--- src/rtl/core/rdf_pkg.sv ---
package rdf_pkg;

  localparam int TABLE_DEPTH = 16;

  localparam int HASH_W = 32;
  localparam int RSSI_W = 8;
  localparam int MS_W   = 32;

  localparam int CFG_IDX_W  = 2;
  localparam int CFG_DATA_W = 32;

  localparam logic [CFG_IDX_W-1:0] CFG_MIN_RSSI        = CFG_IDX_W'(0);
  localparam logic [CFG_IDX_W-1:0] CFG_REPEAT_INTERVAL = CFG_IDX_W'(1);

  localparam logic signed [RSSI_W-1:0] MIN_RSSI_RST     = -8'sd90;
  localparam logic [MS_W-1:0]          REPEAT_INTVL_RST = 32'd5000;

  typedef struct packed {
    logic [HASH_W-1:0] hash;
    logic [MS_W-1:0]   seen_ms;
  } entry_t;

endpackage

--- src/rtl/core/rdf_if.sv ---
interface rdf_in_if;
  logic                                valid;
  logic                                ready;
  logic [rdf_pkg::HASH_W-1:0]          device_hash;
  logic signed [rdf_pkg::RSSI_W-1:0]   signal_strength;
  logic [rdf_pkg::MS_W-1:0]            now_ms;

  modport source (output valid, device_hash, signal_strength, now_ms, input ready);
  modport sink   (input valid, device_hash, signal_strength, now_ms, output ready);
endinterface

interface rdf_out_if;
  logic valid;
  logic ready;
  logic keep;

  modport source (output valid, keep, input ready);
  modport sink   (input valid, keep, output ready);
endinterface

interface rdf_cfg_if;
  logic                             valid;
  logic                             ready;
  logic [rdf_pkg::CFG_IDX_W-1:0]    index;
  logic [rdf_pkg::CFG_DATA_W-1:0]   data;

  modport source (output valid, index, data, input ready);
  modport sink   (input valid, index, data, output ready);
endinterface

--- src/rtl/core/rdf_table.sv ---
module rdf_table #(
  parameter int TableDepth = rdf_pkg::TABLE_DEPTH,
  parameter int IdxW       = (TableDepth > 1) ? $clog2(TableDepth) : 1
) (
  input  logic                 clk,
  input  logic                 rst_n,
  input  logic                 rd_en,
  input  logic [IdxW-1:0]      rd_addr,
  output rdf_pkg::entry_t      rd_data,
  input  logic                 wr_en,
  input  logic [IdxW-1:0]      wr_addr,
  input  rdf_pkg::entry_t      wr_data
);

  rdf_pkg::entry_t        mem [TableDepth];
  logic [TableDepth-1:0]  vld_r;
  rdf_pkg::entry_t        rd_word_r;
  logic                   rd_vld_r;

  always_ff @(posedge clk) begin
    if (wr_en) begin
      mem[wr_addr] <= wr_data;
    end
    if (rd_en) begin
      rd_word_r <= mem[rd_addr];
    end
  end

  always_ff @(posedge clk) begin
    if (!rst_n) begin
      vld_r    <= '0;
      rd_vld_r <= 1'b0;
    end else begin
      if (wr_en) begin
        vld_r[wr_addr] <= 1'b1;
      end
      if (rd_en) begin
        rd_vld_r <= vld_r[rd_addr];
      end
    end
  end

  // never-written entries read as the cleared value
  assign rd_data = rd_vld_r ? rd_word_r : '0;

endmodule

--- src/rtl/core/recent_device_report_filter.sv ---
// Device report filter: each transfer on in_ch returns exactly one keep bit on out_ch, in order.
// A report below min_rssi skips the table and goes straight to the done state; any other report
// scans the hash table one entry per cycle through the single read port of the table memory,
// stopping early when the hash is found. One report is in work at a time; the next is taken as
// soon as the previous one sits in the output register.
// The table resets empty at once through per-entry valid bits; config writes on cfg_ch are
// always taken and should only be issued while no report is in work.
module recent_device_report_filter #(
  parameter int TableDepth = rdf_pkg::TABLE_DEPTH
) (
  input  logic         clk,
  input  logic         rst_n,
  rdf_in_if.sink       in_ch,
  rdf_out_if.source    out_ch,
  rdf_cfg_if.sink      cfg_ch
);

  localparam int IdxW = (TableDepth > 1) ? $clog2(TableDepth) : 1;
  localparam int CntW = $clog2(TableDepth + 1);

  localparam logic [1:0] S_IDLE  = 2'd0;
  localparam logic [1:0] S_SCAN  = 2'd1;
  localparam logic [1:0] S_WRITE = 2'd2;
  localparam logic [1:0] S_DONE  = 2'd3;

  logic [1:0] state_r, state_nxt;

  logic signed [rdf_pkg::RSSI_W-1:0] min_rssi_r;
  logic [rdf_pkg::MS_W-1:0]          repeat_r;

  logic [rdf_pkg::HASH_W-1:0] hash_r;
  logic [rdf_pkg::MS_W-1:0]   now_r;

  logic [CntW-1:0]  issue_r, issue_nxt;
  logic             pend_r, pend_nxt;
  logic [IdxW-1:0]  proc_r, proc_nxt;
  logic             empty_fnd_r, empty_fnd_nxt;
  logic [IdxW-1:0]  empty_idx_r, empty_idx_nxt;
  logic [IdxW-1:0]  old_idx_r, old_idx_nxt;
  logic [rdf_pkg::MS_W-1:0] old_ms_r, old_ms_nxt;
  logic [IdxW-1:0]  slot_r, slot_nxt;
  logic             keep_r, keep_nxt;

  logic out_valid_r, out_valid_nxt;
  logic out_keep_r, out_keep_nxt;

  logic            in_acc;
  logic            below_floor;
  logic            rd_en;
  rdf_pkg::entry_t rd_data;
  rdf_pkg::entry_t wr_data;
  logic            wr_en;
  logic            hit;
  logic            recent;
  logic [rdf_pkg::MS_W-1:0] age;
  logic            out_free;

  assign in_ch.ready  = (state_r == S_IDLE);
  assign in_acc       = in_ch.valid && in_ch.ready;
  assign below_floor  = $signed(in_ch.signal_strength) < min_rssi_r;
  assign cfg_ch.ready = 1'b1;

  assign out_ch.valid = out_valid_r;
  assign out_ch.keep  = out_keep_r;
  assign out_free     = !out_valid_r || out_ch.ready;

  assign rd_en   = (state_r == S_SCAN) && (issue_r < CntW'(TableDepth));
  assign wr_en   = (state_r == S_WRITE);
  assign wr_data = '{hash: hash_r, seen_ms: now_r};

  assign hit    = (rd_data.hash == hash_r);
  assign age    = now_r - rd_data.seen_ms;
  assign recent = (age < repeat_r);

  rdf_table #(
    .TableDepth (TableDepth),
    .IdxW       (IdxW)
  ) u_table (
    .clk     (clk),
    .rst_n   (rst_n),
    .rd_en   (rd_en),
    .rd_addr (issue_r[IdxW-1:0]),
    .rd_data (rd_data),
    .wr_en   (wr_en),
    .wr_addr (slot_r),
    .wr_data (wr_data)
  );

  always_comb begin
    state_nxt     = state_r;
    issue_nxt     = issue_r;
    pend_nxt      = 1'b0;
    proc_nxt      = proc_r;
    empty_fnd_nxt = empty_fnd_r;
    empty_idx_nxt = empty_idx_r;
    old_idx_nxt   = old_idx_r;
    old_ms_nxt    = old_ms_r;
    slot_nxt      = slot_r;
    keep_nxt      = keep_r;
    out_valid_nxt = out_valid_r && !out_ch.ready;
    out_keep_nxt  = out_keep_r;

    case (state_r)
      S_IDLE: begin
        if (in_acc) begin
          issue_nxt     = '0;
          proc_nxt      = '0;
          empty_fnd_nxt = 1'b0;
          keep_nxt      = 1'b0;
          state_nxt     = below_floor ? S_DONE : S_SCAN;
        end
      end
      S_SCAN: begin
        if (rd_en) begin
          issue_nxt = issue_r + CntW'(1);
        end
        pend_nxt = rd_en;
        if (pend_r) begin
          if (hit) begin
            slot_nxt  = proc_r;
            keep_nxt  = !recent;
            state_nxt = recent ? S_DONE : S_WRITE;
          end else begin
            if (rd_data.hash == '0 && !empty_fnd_r) begin
              empty_fnd_nxt = 1'b1;
              empty_idx_nxt = proc_r;
            end
            if (proc_r == '0 || rd_data.seen_ms < old_ms_r) begin
              old_idx_nxt = proc_r;
              old_ms_nxt  = rd_data.seen_ms;
            end
            proc_nxt = proc_r + IdxW'(1);
            if (proc_r == IdxW'(TableDepth - 1)) begin
              slot_nxt  = empty_fnd_nxt ? empty_idx_nxt : old_idx_nxt;
              keep_nxt  = 1'b1;
              state_nxt = S_WRITE;
            end
          end
        end
      end
      S_WRITE: begin
        state_nxt = S_DONE;
      end
      S_DONE: begin
        if (out_free) begin
          out_valid_nxt = 1'b1;
          out_keep_nxt  = keep_r;
          state_nxt     = S_IDLE;
        end
      end
      default: begin
        state_nxt = S_IDLE;
      end
    endcase
  end

  always_ff @(posedge clk) begin
    if (!rst_n) begin
      state_r     <= S_IDLE;
      pend_r      <= 1'b0;
      out_valid_r <= 1'b0;
      min_rssi_r  <= rdf_pkg::MIN_RSSI_RST;
      repeat_r    <= rdf_pkg::REPEAT_INTVL_RST;
    end else begin
      state_r     <= state_nxt;
      pend_r      <= pend_nxt;
      out_valid_r <= out_valid_nxt;
      if (cfg_ch.valid && cfg_ch.ready) begin
        case (cfg_ch.index)
          rdf_pkg::CFG_MIN_RSSI:        min_rssi_r <= cfg_ch.data[rdf_pkg::RSSI_W-1:0];
          rdf_pkg::CFG_REPEAT_INTERVAL: repeat_r   <= cfg_ch.data[rdf_pkg::MS_W-1:0];
          default: begin
            // drop writes to unknown registers
          end
        endcase
      end
    end
  end

  always_ff @(posedge clk) begin
    if (in_acc) begin
      hash_r <= in_ch.device_hash;
      now_r  <= in_ch.now_ms;
    end
    issue_r     <= issue_nxt;
    proc_r      <= proc_nxt;
    empty_fnd_r <= empty_fnd_nxt;
    empty_idx_r <= empty_idx_nxt;
    old_idx_r   <= old_idx_nxt;
    old_ms_r    <= old_ms_nxt;
    slot_r      <= slot_nxt;
    keep_r      <= keep_nxt;
    out_keep_r  <= out_keep_nxt;
  end

`ifndef SYNTHESIS
  a_acc_leaves_idle: assert property (@(posedge clk) disable iff (!rst_n)
    in_acc |=> (state_r != S_IDLE))
    else $error("accepted report did not start work");

  a_below_floor_drops: assert property (@(posedge clk) disable iff (!rst_n)
    (in_acc && below_floor) |=> (state_r == S_DONE && !keep_r))
    else $error("report below floor not dropped at once");

  a_write_keeps: assert property (@(posedge clk) disable iff (!rst_n)
    (state_r == S_WRITE) |-> keep_r)
    else $error("table written for a dropped report");

  a_write_to_done: assert property (@(posedge clk) disable iff (!rst_n)
    (state_r == S_WRITE) |=> (state_r == S_DONE))
    else $error("write-back not followed by result");
`endif

endmodule
--- src/flat_wrapper.sv ---
// flat-port wrapper written by rule: the top's interface ports become plain ports
module recent_device_report_filter_flat 
#(
  parameter int TableDepth = rdf_pkg::TABLE_DEPTH
)
  (clk, rst_n, in_ch_valid, in_ch_device_hash, in_ch_signal_strength, in_ch_now_ms, in_ch_ready, out_ch_valid, out_ch_keep, out_ch_ready, cfg_ch_valid, cfg_ch_index, cfg_ch_data, cfg_ch_ready);
  rdf_in_if in_ch_i ();
  rdf_out_if out_ch_i ();
  rdf_cfg_if cfg_ch_i ();
  input  logic clk;
  input  logic rst_n;
  input wire logic [$bits(in_ch_i.valid)-1:0] in_ch_valid;
  input wire logic [$bits(in_ch_i.device_hash)-1:0] in_ch_device_hash;
  input wire logic [$bits(in_ch_i.signal_strength)-1:0] in_ch_signal_strength;
  input wire logic [$bits(in_ch_i.now_ms)-1:0] in_ch_now_ms;
  output wire logic [$bits(in_ch_i.ready)-1:0] in_ch_ready;
  output wire logic [$bits(out_ch_i.valid)-1:0] out_ch_valid;
  output wire logic [$bits(out_ch_i.keep)-1:0] out_ch_keep;
  input wire logic [$bits(out_ch_i.ready)-1:0] out_ch_ready;
  input wire logic [$bits(cfg_ch_i.valid)-1:0] cfg_ch_valid;
  input wire logic [$bits(cfg_ch_i.index)-1:0] cfg_ch_index;
  input wire logic [$bits(cfg_ch_i.data)-1:0] cfg_ch_data;
  output wire logic [$bits(cfg_ch_i.ready)-1:0] cfg_ch_ready;
  assign in_ch_i.valid = in_ch_valid;
  assign in_ch_i.device_hash = in_ch_device_hash;
  assign in_ch_i.signal_strength = in_ch_signal_strength;
  assign in_ch_i.now_ms = in_ch_now_ms;
  assign in_ch_ready = in_ch_i.ready;
  assign out_ch_valid = out_ch_i.valid;
  assign out_ch_keep = out_ch_i.keep;
  assign out_ch_i.ready = out_ch_ready;
  assign cfg_ch_i.valid = cfg_ch_valid;
  assign cfg_ch_i.index = cfg_ch_index;
  assign cfg_ch_i.data = cfg_ch_data;
  assign cfg_ch_ready = cfg_ch_i.ready;
  recent_device_report_filter #(.TableDepth(TableDepth)) u_core (.clk(clk), .rst_n(rst_n), .in_ch(in_ch_i), .out_ch(out_ch_i), .cfg_ch(cfg_ch_i));
endmodule
--- config.mk ---
export PLATFORM = sky130hd
export DESIGN_NAME = recent_device_report_filter_flat
export DESIGN_NICKNAME = d
export VERILOG_FILES = /design/src/rtl/core/rdf_pkg.sv /design/src/rtl/core/rdf_if.sv /design/src/rtl/core/rdf_table.sv /design/src/rtl/core/recent_device_report_filter.sv /design/src/flat_wrapper.sv
export SDC_FILE = /design/constraint.sdc
export NUM_CORES = 1
export LEC_CHECK = 0
export ABC_CLOCK_PERIOD_IN_PS = 9550
export BUFFER_PORTS_ARGS = -buffer_cell sky130_fd_sc_hd__buf_2
export CAP_MARGIN = 0
export CORE_MARGIN = 5
export CORE_UTILIZATION = 60
export CTS_BUF_LIST = sky130_fd_sc_hd__clkbuf_4 sky130_fd_sc_hd__clkbuf_8 sky130_fd_sc_hd__clkbuf_16
export CTS_CLUSTER_DIAMETER = 150
export CTS_CLUSTER_SIZE = 16
export DETAILED_ROUTE_END_ITERATION = 10
export GPL_ROUTABILITY_DRIVEN = 0
export PLACE_DENSITY = 0.8
export SYNTH_ARGS = -nofsm -noshare
export SYNTH_HDL_FRONTEND = slang
export SYNTH_SLANG_ARGS = --single-unit
--- constraint.sdc ---
create_clock -name clk -period 9.55 [get_ports clk]
set_input_delay 0 -clock clk [delete_from_list [all_inputs] [get_ports clk]]
set_output_delay 0 -clock clk [all_outputs]
set_load 0.03 [all_outputs]
* After elaboration in Yosys (flattened, before gate mapping)
Memories as Yosys holds them, arrays and structs flattened. A register that Yosys moved wholly into a read port is not among the register bits. Cells that the tools add are included.
Word-level totals: bits in registers 181, latch bits 0, bits in writable memories 1024, ROM bits 0, input bits 111, output and inout bits 4, logic and storage cells 112, memories kept 1
Operators by class: add/sub/neg operators 3, multipliers 0, div/mod/pow operators 0, $lt $le $gt $ge 7, equality and inequality tests 12, shift-type cells 0, multiplexer cells 41, bitwise operators 2, reduce and logical (&&, ||, !) cells 28
Memory list:
- u_core.u_table.mem | words 16, width 64, rd ports 1, clocked after Yosys merged registers in 1, write ports 1, line rdf_table.sv:15 | rdf_pkg::entry_t mem [TableDepth];
Operators with widths (number):
- $lt A32 B32 Y1 | 2
- $mux W64 | 1
- $eq A32 B32 Y1 | 1
- $logic_not A32 Y1 | 1
- $mux W4 | 8
- $sub A32 B32 Y32 | 1
- $mux W1 | 17
- $or A16 B16 Y16 | 1
- $reduce_and A4 Y1 | 4
- $mux W2 | 6
- $lt A4 B5 Y1 const B | 2
- $mux W5 | 2
- $pmux W5 S2 | 1
- $reduce_and A3 Y1 | 3
- $lt A8 B8 Y1 | 1
- $pmux W2 S4 | 1
- $pmux W4 S2 | 1
- $reduce_and A2 Y1 | 4
- $ne A2 B1 Y1 const B | 3
- $add A5 B1 Y5 const B | 1
- $logic_and A1 B1 Y1 | 5
- $lt A5 B5 Y1 const B | 1
- $add A4 B1 Y4 const B | 1
- $bmux W1 S4 | 1
- other kinds (14) | 24

* Depth between registers and ports, before layout
word-level depth 10, gate-level depth with buffers 22, depth with buffers taken out 21

* Hierarchy
A second synthesis with hierarchy kept.
Second synthesis, totals: cells, all modules 2554, area total of the unflattened synthesis 51040.2 um^2
By module, submodules not included:
- rdf_table | instances 1, cells each 1629, area each 41442.2 um^2, sequential area each 33011.7 um^2
- recent_device_report_filter | instances 1, cells each 925, area each 9598.0 um^2, sequential area each 4484.3 um^2

* Least setup slack after synthesis
OpenSTA, ideal clock, no wires.
path kind reg-to-reg, start register u_core.state_r[0], end memory u_core.u_table.mem[0][0] in the netlist's numbering, enable pin, setup time 0.567 ns, arrival 5.518 ns, data required time 8.983 ns, setup slack 3.465 ns, cell stages (with the launch flop) 5, buffers on the path 0, clock period less this slack 6.085 ns, cells stage by stage dfxtp_1 -> inv_1 -> ha_1 -> or3b_2 -> nor3_1
Between the ends: longest elaborated chain between the ends 3
Ends and longest elaborated chain:
- start, declared | line recent_device_report_filter.sv:26 | logic [1:0] state_r, state_nxt;
- start signal, assigned | line recent_device_report_filter.sv:165 | state_r <= state_nxt;
- $eq A2 B2 Y1 | line recent_device_report_filter.sv:68 | assign wr_en = (state_r == S_WRITE);
- $mux W1 | line rdf_table.sv:21 | if (wr_en) begin
- $mux W1 (not written as such) | line rdf_table.sv:22 | mem[wr_addr] <= wr_data;
- end, declared | line rdf_table.sv:15
Every way passes these cells.

* Final worst setup path
start register u_core.u_table.rd_vld_r, end register u_core.keep_r, data pin
Between the ends: longest elaborated chain between the ends 7, elaborated cells between the ends (all ways) 8, classes of those cells add/sub: 1; order compare: 1; eq/ne: 1; mux: 4; reduce/logical: 1
Ends and longest elaborated chain:
- start, declared | line rdf_table.sv:18 | logic rd_vld_r;
- start signal, assigned | line rdf_table.sv:38 | rd_vld_r <= vld_r[rd_addr];
- $mux W64 * | line rdf_table.sv:44 | assign rd_data = rd_vld_r ? rd_word_r : '0;
- $sub A32 B32 Y32 | line recent_device_report_filter.sv:72 | assign age = now_r - rd_data.seen_ms;
- $lt A32 B32 Y1 | line recent_device_report_filter.sv:73 | assign recent = (age < repeat_r);
- $logic_not A1 Y1 | line recent_device_report_filter.sv:121 | keep_nxt = !recent;
- $mux W1 * | line recent_device_report_filter.sv:119 | if (hit) begin
- $mux W1 * | line recent_device_report_filter.sv:118 | if (pend_r) begin
- $pmux W1 S2 * | line recent_device_report_filter.sv:103 | case (state_r)
- end signal, assigned | line recent_device_report_filter.sv:192 | keep_r <= keep_nxt;
- end, declared | line recent_device_report_filter.sv:42 | logic keep_r, keep_nxt;
Mark *: on every way between the ends. The rest lies on a longest branch, timed or not. The select of a mux whose other input is x is not followed. A chain may end at the register's enable or synchronous reset.

==> impl_metrics.csv <==
group,metric,value,unit
timing,final.setup.tns,0,ns
final_layout,num-nets-final,3078,
placement,dp_slack,4.15,ns
cts,cts.sinks,1269,
cts,numCtsBuffers,89,
cts,cts-htree-levels,3,
synth,synth_top_area_share,71.0,%
synth,synthArstFlopShare,0,%
timing,finalClockSkew,0.0341,ns
synth,syn_inst,2604,
critical_path,start_kind,"flip-flop",
final_layout,diodes,0,
final_layout,utilization,67.0,%
detailed_routing,wirelength,119,mm
timing,setup_ws,4.02,ns
cts,cts_tree,"done",
pwr,p_clk_share,25.0,%
timing,drv_slew,0,
synth,synth_nets,2824,
cts,clk-insertion-delay-late,0.67,ns
pwr,p_int,0.0104,W
final_layout,area_growth_syn_to_layout,11.3,%
final_layout,drive_above_1_share,22.3,%
cts,root_buffer,"clkbuf_16",
timing,max_freq,181,MHz
flow_run,cap_violations,0,
timing,setup_viol,0,
global_routing,antenna_found_initial,2,
detailed_routing,num_vias,26700,
timing,final_hold_viol_count,0,
synth,netlist_top_cells_count,"1208 x edfxtp_1, 325 x mux4_2, 125 x inv_1, 124 x nand2_1, 108 x ha_1",
floorplan,die_w,302,microns
detailed_routing,drc,0,
detailed_routing,ant_nets,0,
pwr,combinationalPowerShare,24.5,%
pwr,vdd_drop_max,0.237,mV
placement,portBuffers,113,
detailed_routing,first_iter_violations,3922,
floorplan,pin_count,115,
detailed_routing,avgViaCountPerCell,6.62,
cts,clkTransAtPathRegs,0.08,ns
critical_path,critPathKind,"reg -> reg",
worst_hold_path,hold_path.class,"in -> reg",
cts,clk_path_buf_depth,3,
synth,synth_area_leaders,"edfxtp_1 71%, mux4_2 14%, ha_1 2.6%",
pwr,power_switching,0.00405,W
critical_path,cp_max_fo,72,
synth,ys_ff_latch,1269,
synth,synth_edf_count,1208,
pwr,swShare,28.1,%
detailed_routing,firstDrtPassIters,6,
pwr,p_leak,18.5,nW
synth,synth_most_common_cell,"edfxtp_1",
floorplan,core,84900,sq um
critical_path,worstPathArrival,5.95,ns
synth,synth_top_flop_cell,"edfxtp_1",
timing,finalCriticalPeriod,5.53,ns
floorplan,rows,107,
floorplan,dieArea,91100,sq um
synth,synth_area,51100,sq um
cts,ctsResizeCount,0,
timing,worstMarginPinSlew,1.24,ns
pwr,p_seq_share,50.5,%
timing,finalCritPeriodShare,57.9,%
synth,yosysUniqueCellTypes,67,
synth,synth_top_cell_by_area,"edfxtp_1",
timing,rsz0062_at_grt,"false",
critical_path,critPathCaptureType,"flip-flop",
synth,synth_warnings,0,
synth,postSynthAreaPerCell,19.6,sq um
status,status,"finished clean",
pwr,powerDensity,253,nW/um^2
timing,slew_headroom,17.1,%
global_routing,grt_max_degree,145,
global_routing,grt_pass1_vias,27300,
global_routing,grt-ovfl-total,0,
final_layout,layout.cells.non_filler,4038,
placement,dp_hpwl,63.1,mm
critical_path,cp_data_required_time,9.98,ns
global_routing,grt_pass1_wl,176,mm
pwr,finalPower,0.0144,W
floorplan,start_util,60.2,%
floorplan,dieHeight,302,microns
detailed_routing,routedWlPerCell,29.5,microns
synth,seq_area_frac_synth,73.4,%
global_routing,grt_usage,26.3,%
placement,dpl.cell_count,3800,
## worst max-delay path, cell delays in order (launching register included)
cell       delay (ns)
dfxtp_2          0.45
buf_4            0.69
nand2_1          0.19
ha_1             0.44
a21o_1           0.22
a211o_1          0.32
o21bai_1         0.28
a31oi_1          0.23
a21oi_1          0.33
nor4b_1          0.10
a311o_1          0.29
ha_1             0.30
a21o_1           0.16
a21o_1           0.17
a21oi_1          0.14
nor2_1           0.05
a2111oi_0        0.57
o21ai_0          0.17
and2_1           0.19
## through the flow
step	cell area (sq um)	hold WS, ns
after floorplan	51100	0.0989
after global placement	53100	0.178
after detailed placement	53100	0.178
after CTS	56800	0.000395
after global routing	56800	0.0325
final	56800	0.0390
## routing by layer
layer  GRT usage (%)  up-vias  wire length, microns
met3            4.27      219                 11100
met4            6.34        2                  2960
li1                -    11000                     -
met1            37.4    13900                 45300
met2            43.9     1630                 59600
met5               0        -                    11
## cell usage in the layout (no fill, tap or decap), drive strengths merged, types with 24 or more instances in the layout
| cell type | synthesis | final |
|---|---|---|
| edfxtp | 1208 | 1208 |
| dlygate4sd3 | 0 | 111 |
| o21ai | 43 | 43 |
| nand3 | 36 | 36 |
| a21oi | 72 | 72 |
| dfxtp | 61 | 61 |
| mux4 | 325 | 325 |
| a21o | 24 | 24 |
| nor2 | 58 | 58 |
| a21boi | 30 | 30 |
| xor2 | 25 | 25 |
| buf | 38 | 159 |
| ha | 108 | 108 |
| inv | 125 | 129 |
| nand2 | 124 | 124 |
| clkbuf | 69 | 119 |
## state kept, by name (all words and copies together), names as in the netlist, 5 cells and up
name / count
u_core.u_table.rd_word_r: 64
u_core.issue_r: 5
u_core.u_table.mem: 1024
u_core.u_table.vld_r: 16
u_core.hash_r: 32
u_core.old_ms_r: 32
u_core.repeat_r: 32
u_core.now_r: 32
u_core.min_rssi_r: 8
## path summary, 6_finish.rpt
path         slack, ns               startpoint            endpoint  depth (start not counted)
max               4.02  u_core.u_table.rd_vld_r       u_core.keep_r                         18
min               0.04    in_ch_device_hash[22]   u_core.hash_r[22]                          2
max reg2reg       4.02  u_core.u_table.rd_vld_r       u_core.keep_r                         18
min reg2reg       0.43            u_core.keep_r  u_core.out_ch.keep                          0
## cell families (layout without fill, tap and decap cells)
family	count (synthesis)	in the layout	synth area share (%)
XOR/XNOR	48	48	0.823
buffers and inverters	232	522	1.76
multiplexers	331	331	14.5
AO/OA/AOI/OAI	278	278	3.58
flip-flops	1269	1269	73.4
other	1	1	0.00734
AND/OR/NAND/NOR	336	336	3.29
adder cells (fa/ha/maj)	109	109	2.68
## power groups by stage
| stage | Sequential (W) | Clock (W) | Combinational, W |
|---|---|---|---|
| global route | 0.00731 | 0.00389 | 0.00379 |
| finish | 0.00728 | 0.00360 | 0.00353 |
| CTS | 0.00726 | 0.00364 | 0.00356 |
| global placement | 0.00733 | 0 | 0.00338 |
| floorplan | 0.00717 | 0 | 0.00265 |
| detailed placement | 0.00738 | 0 | 0.00348 |
## layout make-up
class,count,area [sq um]
clock buffer,119,2450
multi-input combinational,1103,12800
tap,1144,1430
timing repair buffer,270,2030
clock inverter,8,139
fill,5278,28000
inverter,125,469
sequential,1269,37500
## repair_timing
| action | CTS | global route |
|---|---|---|
| endpoints found under the setup margin | 0 | 0 |
| hold endpoints to repair | 121 | 0 |
| buffers inserted | 0 | 0 |
| hold buffers | 111 | 0 |
(Power assumes the default switching activity.)
